## src/hw/rtl/mcs_pkg.sv

```systemverilog
// shared types and constants for the midi clock sync engine
`timescale 1ns / 1ps

package mcs_pkg;

    // sync modes
    localparam logic [1:0] MODE_SLAVE  = 2'd0;
    localparam logic [1:0] MODE_MASTER = 2'd1;
    localparam logic [1:0] MODE_TAP    = 2'd2;

    // configuration register indexes
    localparam logic [1:0] CFG_SYNC_MODE  = 2'd0;
    localparam logic [1:0] CFG_LISTEN_CHN = 2'd1;

    // usb-midi code indexes
    localparam logic [3:0] CIN_REALTIME = 4'h0F;
    localparam logic [3:0] CIN_SYSCOM1  = 4'h05;
    localparam logic [3:0] CIN_NOTE_ON  = 4'h09;
    localparam logic [3:0] CIN_NOTE_OFF = 4'h08;

    // midi bytes
    localparam logic [7:0] MIDI_CLOCK    = 8'hF8;
    localparam logic [7:0] MIDI_START    = 8'hFA;
    localparam logic [7:0] MIDI_CONTINUE = 8'hFB;
    localparam logic [7:0] MIDI_STOP     = 8'hFC;
    localparam logic [7:0] MIDI_NOTE_ON  = 8'h90;
    localparam logic [7:0] VEL_FULL      = 8'h7F;

    // controlling note numbers
    localparam logic [7:0] NOTE_RUN    = 8'd48;
    localparam logic [7:0] NOTE_STOP   = 8'd49;
    localparam logic [7:0] NOTE_DIV_1  = 8'd50;
    localparam logic [7:0] NOTE_DIV_2  = 8'd51;
    localparam logic [7:0] NOTE_DIV_4  = 8'd52;
    localparam logic [7:0] NOTE_DIV_8  = 8'd53;

    localparam logic [3:0] RATIO_RESET = 4'd1;

    typedef enum logic [2:0] {
        OP_MIDI      = 3'd0,
        OP_MASTER    = 3'd1,
        OP_TAP       = 3'd2,
        OP_WATCHDOG  = 3'd3,
        OP_HOST_RUN  = 3'd4,
        OP_HOST_STOP = 3'd5
    } op_t;

    // which packets a processed item sends
    typedef enum logic [1:0] {
        PK_NONE  = 2'd0,
        PK_STOP  = 2'd1,
        PK_CLOCK = 2'd2,
        PK_START = 2'd3   // note-on, start, clock
    } pkt_kind_t;

    // everything the result stage needs to play out one item
    typedef struct packed {
        pkt_kind_t  kind;
        logic [7:0] row;
        logic [3:0] chn;
        logic       pulse;
        logic       run;
        logic [3:0] ratio;
    } mcs_desc_t;

endpackage

```

## src/hw/rtl/mcs_step.sv

```systemverilog
// next-state and packet selection for one input item
`timescale 1ns / 1ps

module mcs_step import mcs_pkg::*; (
    input  logic [2:0]  operation,
    input  logic [7:0]  packet_header,
    input  logic [7:0]  status_byte,
    input  logic [7:0]  data_one,
    input  logic [7:0]  data_two,
    input  logic [7:0]  master_row,
    input  logic [1:0]  sync_mode,
    input  logic [3:0]  listen_channel,
    input  logic        run_cur,
    input  logic [3:0]  ratio_cur,
    input  logic [3:0]  count_cur,
    output logic        run_next,
    output logic [3:0]  ratio_next,
    output logic [3:0]  count_next,
    output mcs_desc_t   desc
);

    logic [3:0] cin;
    logic [3:0] count_inc;
    logic       hit;
    logic [3:0] count_div;
    logic       pulse;
    pkt_kind_t  kind;

    assign cin       = packet_header[3:0];
    assign count_inc = count_cur + 4'd1;
    assign hit       = (count_inc >= ratio_cur);
    assign count_div = hit ? 4'd0 : count_inc;

    always_comb begin
        run_next   = run_cur;
        ratio_next = ratio_cur;
        count_next = count_cur;
        pulse      = 1'b0;
        kind       = PK_NONE;
        case (op_t'(operation))
            OP_MIDI: begin
                if (cin == CIN_REALTIME || cin == CIN_SYSCOM1) begin
                    if (status_byte == MIDI_CLOCK && sync_mode == MODE_SLAVE && run_cur) begin
                        count_next = count_div;
                        pulse      = hit;
                    end else if (status_byte == MIDI_START || status_byte == MIDI_CONTINUE) begin
                        if (sync_mode == MODE_SLAVE) run_next = 1'b1;
                    end else if (status_byte == MIDI_STOP) begin
                        if (sync_mode == MODE_SLAVE) run_next = 1'b0;
                    end
                end else if ((cin == CIN_NOTE_ON || cin == CIN_NOTE_OFF)
                             && status_byte[3:0] == listen_channel) begin
                    // only a real note-on acts; any note number clears the counter
                    if (cin == CIN_NOTE_ON && data_two != 8'd0) begin
                        if (data_one == NOTE_RUN)        run_next   = 1'b1;
                        else if (data_one == NOTE_STOP)  run_next   = 1'b0;
                        else if (data_one == NOTE_DIV_1) ratio_next = 4'd1;
                        else if (data_one == NOTE_DIV_2) ratio_next = 4'd2;
                        else if (data_one == NOTE_DIV_4) ratio_next = 4'd4;
                        else if (data_one == NOTE_DIV_8) ratio_next = 4'd8;
                        count_next = 4'd0;
                    end
                end
            end
            OP_MASTER: begin
                if (sync_mode == MODE_MASTER) begin
                    if (!run_cur) begin
                        run_next = 1'b1;
                        kind     = PK_START;
                    end else begin
                        kind     = PK_CLOCK;
                    end
                end
            end
            OP_TAP: begin
                if (sync_mode == MODE_TAP && run_cur) begin
                    count_next = count_div;
                    pulse      = hit;
                end
            end
            OP_WATCHDOG: begin
                if (sync_mode == MODE_MASTER && run_cur) begin
                    run_next = 1'b0;
                    kind     = PK_STOP;
                end
            end
            OP_HOST_RUN: begin
                run_next = 1'b1;
            end
            OP_HOST_STOP: begin
                run_next   = 1'b0;
                count_next = 4'd0;
                if (sync_mode == MODE_MASTER) kind = PK_STOP;
            end
            default: begin
            end
        endcase
    end

    always_comb begin
        desc.kind  = kind;
        desc.row   = master_row;
        desc.chn   = listen_channel;
        desc.pulse = pulse;
        desc.run   = run_next;
        desc.ratio = ratio_next;
    end

endmodule

```

## src/hw/rtl/mcs_result.sv

```systemverilog
// result register that plays out one to three results per item
`timescale 1ns / 1ps

module mcs_result import mcs_pkg::*; (
    input  logic        aclk,
    input  logic        aresetn,
    input  logic        load,
    input  mcs_desc_t   desc_in,
    output logic        can_load,
    output logic        m_valid,
    input  logic        m_ready,
    output logic        m_clock_pulse,
    output logic        m_send_valid,
    output logic [3:0]  m_send_cin,
    output logic [7:0]  m_send_byte_zero,
    output logic [7:0]  m_send_byte_one,
    output logic [7:0]  m_send_byte_two,
    output logic        m_running,
    output logic [3:0]  m_ratio_now,
    output logic        m_last
);

    mcs_desc_t  desc_reg;
    logic       valid_reg;
    logic       valid_next;
    logic [1:0] idx_reg;
    logic [1:0] idx_next;
    logic       is_last;
    logic       taken;

    assign is_last  = (desc_reg.kind != PK_START) || (idx_reg == 2'd2);
    assign taken    = valid_reg && m_ready;
    assign can_load = !valid_reg || (taken && is_last);

    always_comb begin
        valid_next = valid_reg;
        idx_next   = idx_reg;
        if (load) begin
            valid_next = 1'b1;
            idx_next   = 2'd0;
        end else if (taken) begin
            if (is_last) valid_next = 1'b0;
            else         idx_next   = idx_reg + 2'd1;
        end
    end

    always_ff @(posedge aclk) begin
        if (!aresetn) begin
            valid_reg <= 1'b0;
            idx_reg   <= 2'd0;
        end else begin
            valid_reg <= valid_next;
            idx_reg   <= idx_next;
        end
    end

    always_ff @(posedge aclk) begin
        if (load) desc_reg <= desc_in;
    end

    always_comb begin
        m_send_valid     = 1'b0;
        m_send_cin       = 4'd0;
        m_send_byte_zero = 8'd0;
        m_send_byte_one  = 8'd0;
        m_send_byte_two  = 8'd0;
        case (desc_reg.kind)
            PK_STOP: begin
                m_send_valid     = 1'b1;
                m_send_cin       = CIN_REALTIME;
                m_send_byte_zero = MIDI_STOP;
            end
            PK_CLOCK: begin
                m_send_valid     = 1'b1;
                m_send_cin       = CIN_REALTIME;
                m_send_byte_zero = MIDI_CLOCK;
            end
            PK_START: begin
                m_send_valid = 1'b1;
                if (idx_reg == 2'd0) begin
                    m_send_cin       = CIN_NOTE_ON;
                    m_send_byte_zero = MIDI_NOTE_ON | {4'd0, desc_reg.chn};
                    m_send_byte_one  = desc_reg.row;
                    m_send_byte_two  = VEL_FULL;
                end else if (idx_reg == 2'd1) begin
                    m_send_cin       = CIN_REALTIME;
                    m_send_byte_zero = MIDI_START;
                end else begin
                    m_send_cin       = CIN_REALTIME;
                    m_send_byte_zero = MIDI_CLOCK;
                end
            end
            default: begin
            end
        endcase
    end

    assign m_valid       = valid_reg;
    assign m_clock_pulse = desc_reg.pulse && (idx_reg == 2'd0);
    assign m_running     = desc_reg.run;
    assign m_ratio_now   = desc_reg.ratio;
    assign m_last        = is_last;

endmodule

```

## src/hw/rtl/midi_clock_sync_engine_core.sv

```systemverilog
// top level of the midi clock sync engine
`timescale 1ns / 1ps

// Clock sync engine for slave, master and tap modes. Each transaction on the
// s_ channel is held in an input register, then decoded against the run
// flag, divide ratio and divide counter and written into the result
// register. Items that give one result flow at one per clock while m_ready
// holds high; a master byte that starts the transport gives three
// results (note-on, start, clock) and occupies the result register until
// all three m_ transactions are taken. Configuration (sync_mode at index 0,
// listen_channel at index 1) is accepted every cycle and should only be
// written while the engine is idle.

module midi_clock_sync_engine_core import mcs_pkg::*; (
    input  logic        aclk,
    input  logic        aresetn,
    // configuration
    input  logic        cfg_valid,
    output logic        cfg_ready,
    input  logic [1:0]  cfg_index,
    input  logic [3:0]  cfg_data,
    // input items
    input  logic        s_valid,
    output logic        s_ready,
    input  logic [2:0]  s_operation,
    input  logic [7:0]  s_packet_header,
    input  logic [7:0]  s_status_byte,
    input  logic [7:0]  s_data_one,
    input  logic [7:0]  s_data_two,
    input  logic [7:0]  s_master_row,
    // results
    output logic        m_valid,
    input  logic        m_ready,
    output logic        m_clock_pulse,
    output logic        m_send_valid,
    output logic [3:0]  m_send_cin,
    output logic [7:0]  m_send_byte_zero,
    output logic [7:0]  m_send_byte_one,
    output logic [7:0]  m_send_byte_two,
    output logic        m_running,
    output logic [3:0]  m_ratio_now,
    output logic        m_last
);

    logic [1:0] sync_mode_reg;
    logic [3:0] listen_chn_reg;

    logic       in_valid_reg;
    logic [2:0] op_reg;
    logic [7:0] header_reg;
    logic [7:0] status_reg;
    logic [7:0] data_one_reg;
    logic [7:0] data_two_reg;
    logic [7:0] row_reg;

    logic       run_reg;
    logic       run_next;
    logic [3:0] ratio_reg;
    logic [3:0] ratio_next;
    logic [3:0] count_reg;
    logic [3:0] count_next;

    logic       can_load;
    logic       advance;
    mcs_desc_t  desc;

    assign cfg_ready = 1'b1;

    always_ff @(posedge aclk) begin
        if (!aresetn) begin
            sync_mode_reg  <= MODE_SLAVE;
            listen_chn_reg <= 4'd0;
        end else if (cfg_valid) begin
            case (cfg_index)
                CFG_SYNC_MODE:  sync_mode_reg  <= cfg_data[1:0];
                CFG_LISTEN_CHN: listen_chn_reg <= cfg_data;
                default: begin
                end
            endcase
        end
    end

    // item leaves the input register when the result register frees up
    assign advance = in_valid_reg && can_load;
    assign s_ready = !in_valid_reg || advance;

    always_ff @(posedge aclk) begin
        if (!aresetn) begin
            in_valid_reg <= 1'b0;
        end else if (s_ready) begin
            in_valid_reg <= s_valid;
        end
    end

    always_ff @(posedge aclk) begin
        if (s_valid && s_ready) begin
            op_reg       <= s_operation;
            header_reg   <= s_packet_header;
            status_reg   <= s_status_byte;
            data_one_reg <= s_data_one;
            data_two_reg <= s_data_two;
            row_reg      <= s_master_row;
        end
    end

    mcs_step u_step (
        .operation      (op_reg),
        .packet_header  (header_reg),
        .status_byte    (status_reg),
        .data_one       (data_one_reg),
        .data_two       (data_two_reg),
        .master_row     (row_reg),
        .sync_mode      (sync_mode_reg),
        .listen_channel (listen_chn_reg),
        .run_cur        (run_reg),
        .ratio_cur      (ratio_reg),
        .count_cur      (count_reg),
        .run_next       (run_next),
        .ratio_next     (ratio_next),
        .count_next     (count_next),
        .desc           (desc)
    );

    always_ff @(posedge aclk) begin
        if (!aresetn) begin
            run_reg   <= 1'b0;
            ratio_reg <= RATIO_RESET;
            count_reg <= 4'd0;
        end else if (advance) begin
            run_reg   <= run_next;
            ratio_reg <= ratio_next;
            count_reg <= count_next;
        end
    end

    mcs_result u_result (
        .aclk             (aclk),
        .aresetn          (aresetn),
        .load             (advance),
        .desc_in          (desc),
        .can_load         (can_load),
        .m_valid          (m_valid),
        .m_ready          (m_ready),
        .m_clock_pulse    (m_clock_pulse),
        .m_send_valid     (m_send_valid),
        .m_send_cin       (m_send_cin),
        .m_send_byte_zero (m_send_byte_zero),
        .m_send_byte_one  (m_send_byte_one),
        .m_send_byte_two  (m_send_byte_two),
        .m_running        (m_running),
        .m_ratio_now      (m_ratio_now),
        .m_last           (m_last)
    );

endmodule

```

## config.mk

```make
export PLATFORM = sky130hd
export DESIGN_NAME = midi_clock_sync_engine_core
export DESIGN_NICKNAME = d
export VERILOG_FILES = /design/src/hw/rtl/mcs_pkg.sv /design/src/hw/rtl/mcs_step.sv /design/src/hw/rtl/mcs_result.sv /design/src/hw/rtl/midi_clock_sync_engine_core.sv
export SDC_FILE = /design/constraint.sdc
export NUM_CORES = 1
export LEC_CHECK = 0
export BUFFER_PORTS_ARGS = -buffer_cell sky130_fd_sc_hd__buf_2
export CORE_MARGIN = 2
export CORE_UTILIZATION = 54
export CTS_BUF_LIST = sky130_fd_sc_hd__clkbuf_16
export CTS_CLUSTER_SIZE = 8
export DETAILED_ROUTE_END_ITERATION = 10
export GPL_TIMING_DRIVEN = 0
export MAX_ROUTING_LAYER = met4
export PLACE_DENSITY = 0.79
export SKIP_CTS_REPAIR_TIMING = 1
export SLEW_MARGIN = 5
export SYNTH_ARGS = -nofsm -noshare
export SYNTH_HDL_FRONTEND = slang
export SYNTH_HIERARCHICAL = 1
export SYNTH_SLANG_ARGS = --single-unit
```

## constraint.sdc

```tcl
create_clock -name aclk -period 3.9 [get_ports aclk]
set_clock_uncertainty 0.05 [all_clocks]
set_input_delay 0.585 -clock aclk [delete_from_list [all_inputs] [get_ports aclk]]
set_output_delay 0.585 -clock aclk [all_outputs]
set_load 0.005 [all_outputs]
```

==> metrics.txt, run 1 <==
cell at the root of the clock tree sky130_fd_sc_hd__clkbuf_16; input/output buffers 86; global-route wire length before repair 11.7 mm; iteration count of the initial detailed-routing pass 4; Vias/cell 5.14; die area 0.00780 mm2; required time worst endpoint 4130 ps; portion of total power attributed to sequential cells 0.512; part of the total power dissipated in combinational logic 0.080; class of the tightest hold or removal check in2reg; Worst Path Arrival 3050 ps; synthesized netlist cell count 325; row cnt 30; unrepaired setup endpoints after global routing false; flip-flop count of the largest register, all copies and words added 15; max incr delay on CP 520 ps; last weighted congestion value of the routability-driven placer 0.905; Final Hold Violating Endpoints 0; most common library cell in the layout ignoring fill and taps sky130_fd_sc_hd__buf_2; number of pins exceeding their max-slew limit in the final report 0; Avg Cell Area, Syn 11.8 um2; CTS tree yes; share of layout cells above drive strength 1 0.368; maximum number of pins on one net before global-route repair 40; reported net switching power 428 uW; post-CTS clock slew at the launch and capture registers of the worst setup and hold paths 60 ps; switching share of power 0.228; synthesized net count 391; worst-case headroom to the max-slew limit 0.426; sum of routed wire length over all layers 7.30 mm; number of top-level pins 93; die width 88.3 um; Clock Tree Buf Depth 2; Die Y 88.3 um; total setup violations reported at the end of the flow 0; post-DP HPWL 5.35 mm; Syn-to-layout area delta 21.5%; insertion delay to the later sink of the worst-skew pair 340 ps; kind of cell adding the most delay to the critical path compound AO/OA/AOI/OAI gates; Yosys Warn Count 6; actual transition at the worst max-transition pin 860 ps; post-synth design cell area 0.00384 mm2; setup TNS after final layout 0 ps; n_diodes 0; met2 Resource Use GR 0.329; Via Count 2688; commonest cells after routing, fill and taps aside sky130_fd_sc_hd__buf_2, sky130_fd_sc_hd__edfxtp_1, sky130_fd_sc_hd__buf_4, sky130_fd_sc_hd__inv_1, sky130_fd_sc_hd__nand2_1; total number of nets in the final design 488; DRC errors left 0; max_cap viols 0; H-tree depth reported by CTS 3; crit path kind reg2reg; Final period util 0.721; via count of the first global-routing pass 2567; core area 0.00683 mm2; PD cells 402 mW/mm2; overall overflow remaining after global route 0; status completed; ordered cell list for the critical path nand4bb_1, a211oi_1, nand3_1, or2_4, o41ai_1, buf_4, and3_1, o21a_1; busiest layer in global routing met2; cell with the biggest individual delay on the critical path sky130_fd_sc_hd__o41ai_1; f_max 356 MHz; maximum fanout count along the critical path 5; fill cell total of the finished layout 528; met3 demand-to-capacity share in global routing 0.0569; DR iter-0 viols 153; category of the worst setup path launch point flip-flop; worst vdd ir 0.327 mV; met1 usage in global routing 0.248; Routed WL per cell 14.0 um; initial core utilization 0.562; remaining number of nets flagged by the antenna check after routing 0; initial antenna violation count 0; clock buffers created by TritonCTS 9; leakage power 0.00205 uW; internal reg-to-reg setup slack 1090 ps; total buffers and inverters traversed by the critical path 1; overall power after layout 1880 uW; CTS sink count 78; clock group share of total power 0.408; crit path time final 2810 ps; internal cell power 1450 uW; Worst Setup End Kind flip-flop; total routing resource utilization after global routing 0.208
## worst paths after layout
path                                                      from                        endpoint  depth (start not counted)
worst max register to register         header_reg[1]$_DFFE_PP_       ratio_reg[3]$_SDFFE_PN0P_                          8
worst min register to register  listen_chn_reg[2]$_SDFFE_PN0P_  listen_chn_reg[2]$_SDFFE_PN0P_                          2
worst max-delay path                   header_reg[1]$_DFFE_PP_       ratio_reg[3]$_SDFFE_PN0P_                          8
worst min-delay path                           s_master_row[1]            row_reg[1]$_DFFE_PP_                          1
## per-stage QoR
stage               cells  cell area, um2   util  hold slack (ps)  setup slack [ps]
floorplan             325            3840      -              410              1270
global placement      507            4390  0.642              431               713
detailed placement    507            4390  0.643              434              1180
CTS                   523            4670  0.683              360              1150
global route          523            4670  0.683              363               887
finish                523            4670  0.683              371              1090
## layout make-up
cell class / count / area [um2] / share of cell area
multi-input combinational: 183 / 1290 / 0.276
inverter: 21 / 78.8 / 0.0169
buffer: 43 / 320 / 0.0687
clock inverter: 7 / 50.0 / 0.0107
clock buffer: 9 / 225 / 0.0483
tap: 96 / 120 / 0.0257
sequential: 78 / 2150 / 0.461
timing repair buffer: 86 / 430 / 0.0923
## per-layer routing
layer	share of wire	wire (um)
met4	0.029	210
met3	0.058	421
met1	0.44	3230
met2	0.47	3440
met5	0	0
## power by group through the flow
stage          logic [uW]  clock network, uW  registers (uW)
4_1_cts               151                785             960
2_1_floorplan        91.3                  0             971
6_report              150                765             960
3_5_place_dp          151                  0             978
5_1_grt               168                812             964
3_3_place_gp          146                  0             976
Note: power is estimated with default switching activity, not from simulation.
==> run 2: changes to the inputs <==
- CORE_UTILIZATION: 54 -> 49
- PLACE_DENSITY: 0.79 -> 0.76
- clock period: 3.9 -> 2.35 ns (I/O delays scaled with it)
==> run 2 against run 1 <==
Compared with the run above: the run now ends with negative setup slack left; hold slack worse by 230 ps; global-route usage down 2.9 points; non-clock buffer count up 5; utilization down 5.1 points; combinational power up 78%; worst setup slack worse by 1200 ps; sequential power up 66%; die area up 9.7%; total power up 70%; count of clock-buffer cells in the layout unchanged; flip-flop and latch count unchanged; largest cell class unchanged.
==> metrics.txt, run 2 (same netlist as run 1, synthesis figures left out) <==
global-route wire length before repair 11.5 mm; die area 0.00856 mm2; Worst Setup End Kind flip-flop; Final period util 1.04; maximum number of pins on one net before global-route repair 40; die width 92.5 um; category of the worst setup path launch point flip-flop; insertion delay to the later sink of the worst-skew pair 330 ps; DR iter-0 viols 116; post-CTS clock slew at the launch and capture registers of the worst setup and hold paths 70 ps; worst vdd ir 0.450 mV; total setup violations reported at the end of the flow 4; f_max 408 MHz; leakage power 0.00212 uW; last weighted congestion value of the routability-driven placer 0.855; cell with the biggest individual delay on the critical path sky130_fd_sc_hd__edfxtp_1; required time worst endpoint 2580 ps; Die Y 92.5 um; status finished, violations left; row cnt 32; via count of the first global-routing pass 2532; class of the tightest hold or removal check in2reg; most common library cell in the layout ignoring fill and taps sky130_fd_sc_hd__buf_2; worst slack, placed -353 ps; Worst Path Arrival 2680 ps; DRC errors left 0; Vias/cell 5.11; overall power after layout 3190 uW; total number of nets in the final design 493; iteration count of the initial detailed-routing pass 4; number of top-level pins 93; PD cells 659 mW/mm2; post-DP HPWL 5.29 mm; ordered cell list for the critical path or3_4, a21o_1, or2_4, or2_4, o41ai_4, buf_4, and3_1, o21a_1; multi-input combinational cell area 0.00140 mm2; crit path time final 2450 ps; H-tree depth reported by CTS 3; Final Instance Area 0.00483 mm2; core area 0.00765 mm2; Via Count 2731; max_cap viols 0; remaining number of nets flagged by the antenna check after routing 0; cell at the root of the clock tree sky130_fd_sc_hd__clkbuf_16; total buffers and inverters traversed by the critical path 1; most repeated library cell on the critical path sky130_fd_sc_hd__or2_4; overall overflow remaining after global route 0; commonest cells after routing, fill and taps aside sky130_fd_sc_hd__buf_2, sky130_fd_sc_hd__edfxtp_1, sky130_fd_sc_hd__buf_4, sky130_fd_sc_hd__inv_1, sky130_fd_sc_hd__nand2_1; CTS sink count 78; fill cell total of the finished layout 631; CTS tree yes; input/output buffers 86; final cell count without fillers 534; crit path kind reg2reg; actual transition at the worst max-transition pin 502 ps; Area after DPL 0.00440 mm2; n_diodes 0; initial core utilization 0.502; Routed WL per cell 13.7 um; initial antenna violation count 0; tightest hold margin 138 ps; failing checks negative setup slack; maximum fanout count along the critical path 5; Clock Tree Buf Depth 2; worst-case headroom to the max-slew limit 0.665; total routing resource utilization after global routing 0.179; Syn-to-layout area delta 25.9%; share of layout cells above drive strength 1 0.414; max incr delay on CP 440 ps; placed cell count 513; unrepaired setup endpoints after global routing true; post-layout worst setup margin -101 ps; number of pins exceeding their max-slew limit in the final report 0; Final Hold Violating Endpoints 0; kind of cell adding the most delay to the critical path simple AND/OR/NAND/NOR gates; flip-flop count of the largest register, all copies and words added 15; clock buffers created by TritonCTS 9; area occupied by registers 0.00215 mm2; sum of routed wire length over all layers 7.32 mm
[run 2: cell types whose count changed in the layout (fill, tap and decap cells not counted), moves of 2 or more]
cell,change
sky130_fd_sc_hd__o41ai_4,+2
sky130_fd_sc_hd__clkinv_4,-2
sky130_fd_sc_hd__o31ai_1,-4
sky130_fd_sc_hd__o41ai_1,-2
sky130_fd_sc_hd__ha_2,+2
sky130_fd_sc_hd__buf_4,+5
sky130_fd_sc_hd__o31ai_4,+2
sky130_fd_sc_hd__ha_1,-2
sky130_fd_sc_hd__inv_6,+3
sky130_fd_sc_hd__o31ai_2,+2
[run 2: final cells by class]
cell class | count | area share
Inverter | 21 | 0.0163
Multi-Input combinational cell | 183 | 0.290
Tap cell | 102 | 0.0264
Timing Repair Buffer | 91 | 0.0968
Sequential cell | 78 | 0.445
Clock inverter | 7 | 0.0127
Buffer | 43 | 0.0663
Clock buffer | 9 | 0.0466
[run 2: worst register-to-register path: cells and delay by family (launching register included)]
kind,cells,cell delay [ps]
flip-flops,1,440
AND/OR/NAND/NOR,4,1140
AO/OA/AOI/OAI,3,590
buffers and inverters,1,170
[run 2: stage by stage]
stage	util	TNS [ps]
after detailed placement	0.575	-11270
after CTS	0.613	-11450
after global routing	0.632	-575
after global placement	0.575	-8320
after floorplan	-	0
final	0.632	-286
[run 2: report_power, final]
part	leakage, uW	total, uW	internal (uW)	switching [uW]
Sequential	0.000721	1590	1550	39.0
Clock	0.000141	1330	739	588
Combinational	0.00126	267	137	130
[run 2: layer usage]
metal,vias to the layer above,track usage,routed length (um)
li1,1351,-,-
met1,1286,0.222,3230
met2,81,0.285,3600
met3,13,0.0334,344
met4,0,0.0858,150
met5,-,-,0
[run 2: final timing paths]
path / start / end / slack (ps) / cells past startpoint
worst max register to register: op_reg[1]$_DFFE_PP_ / ratio_reg[2]$_SDFFE_PN0P_ / -100 / 8
worst min-delay path: s_master_row[5] / row_reg[5]$_DFFE_PP_ / 140 / 1
worst min register to register: listen_chn_reg[1]$_SDFFE_PN0P_ / listen_chn_reg[1]$_SDFFE_PN0P_ / 450 / 2
worst max-delay path: op_reg[1]$_DFFE_PP_ / ratio_reg[2]$_SDFFE_PN0P_ / -100 / 8
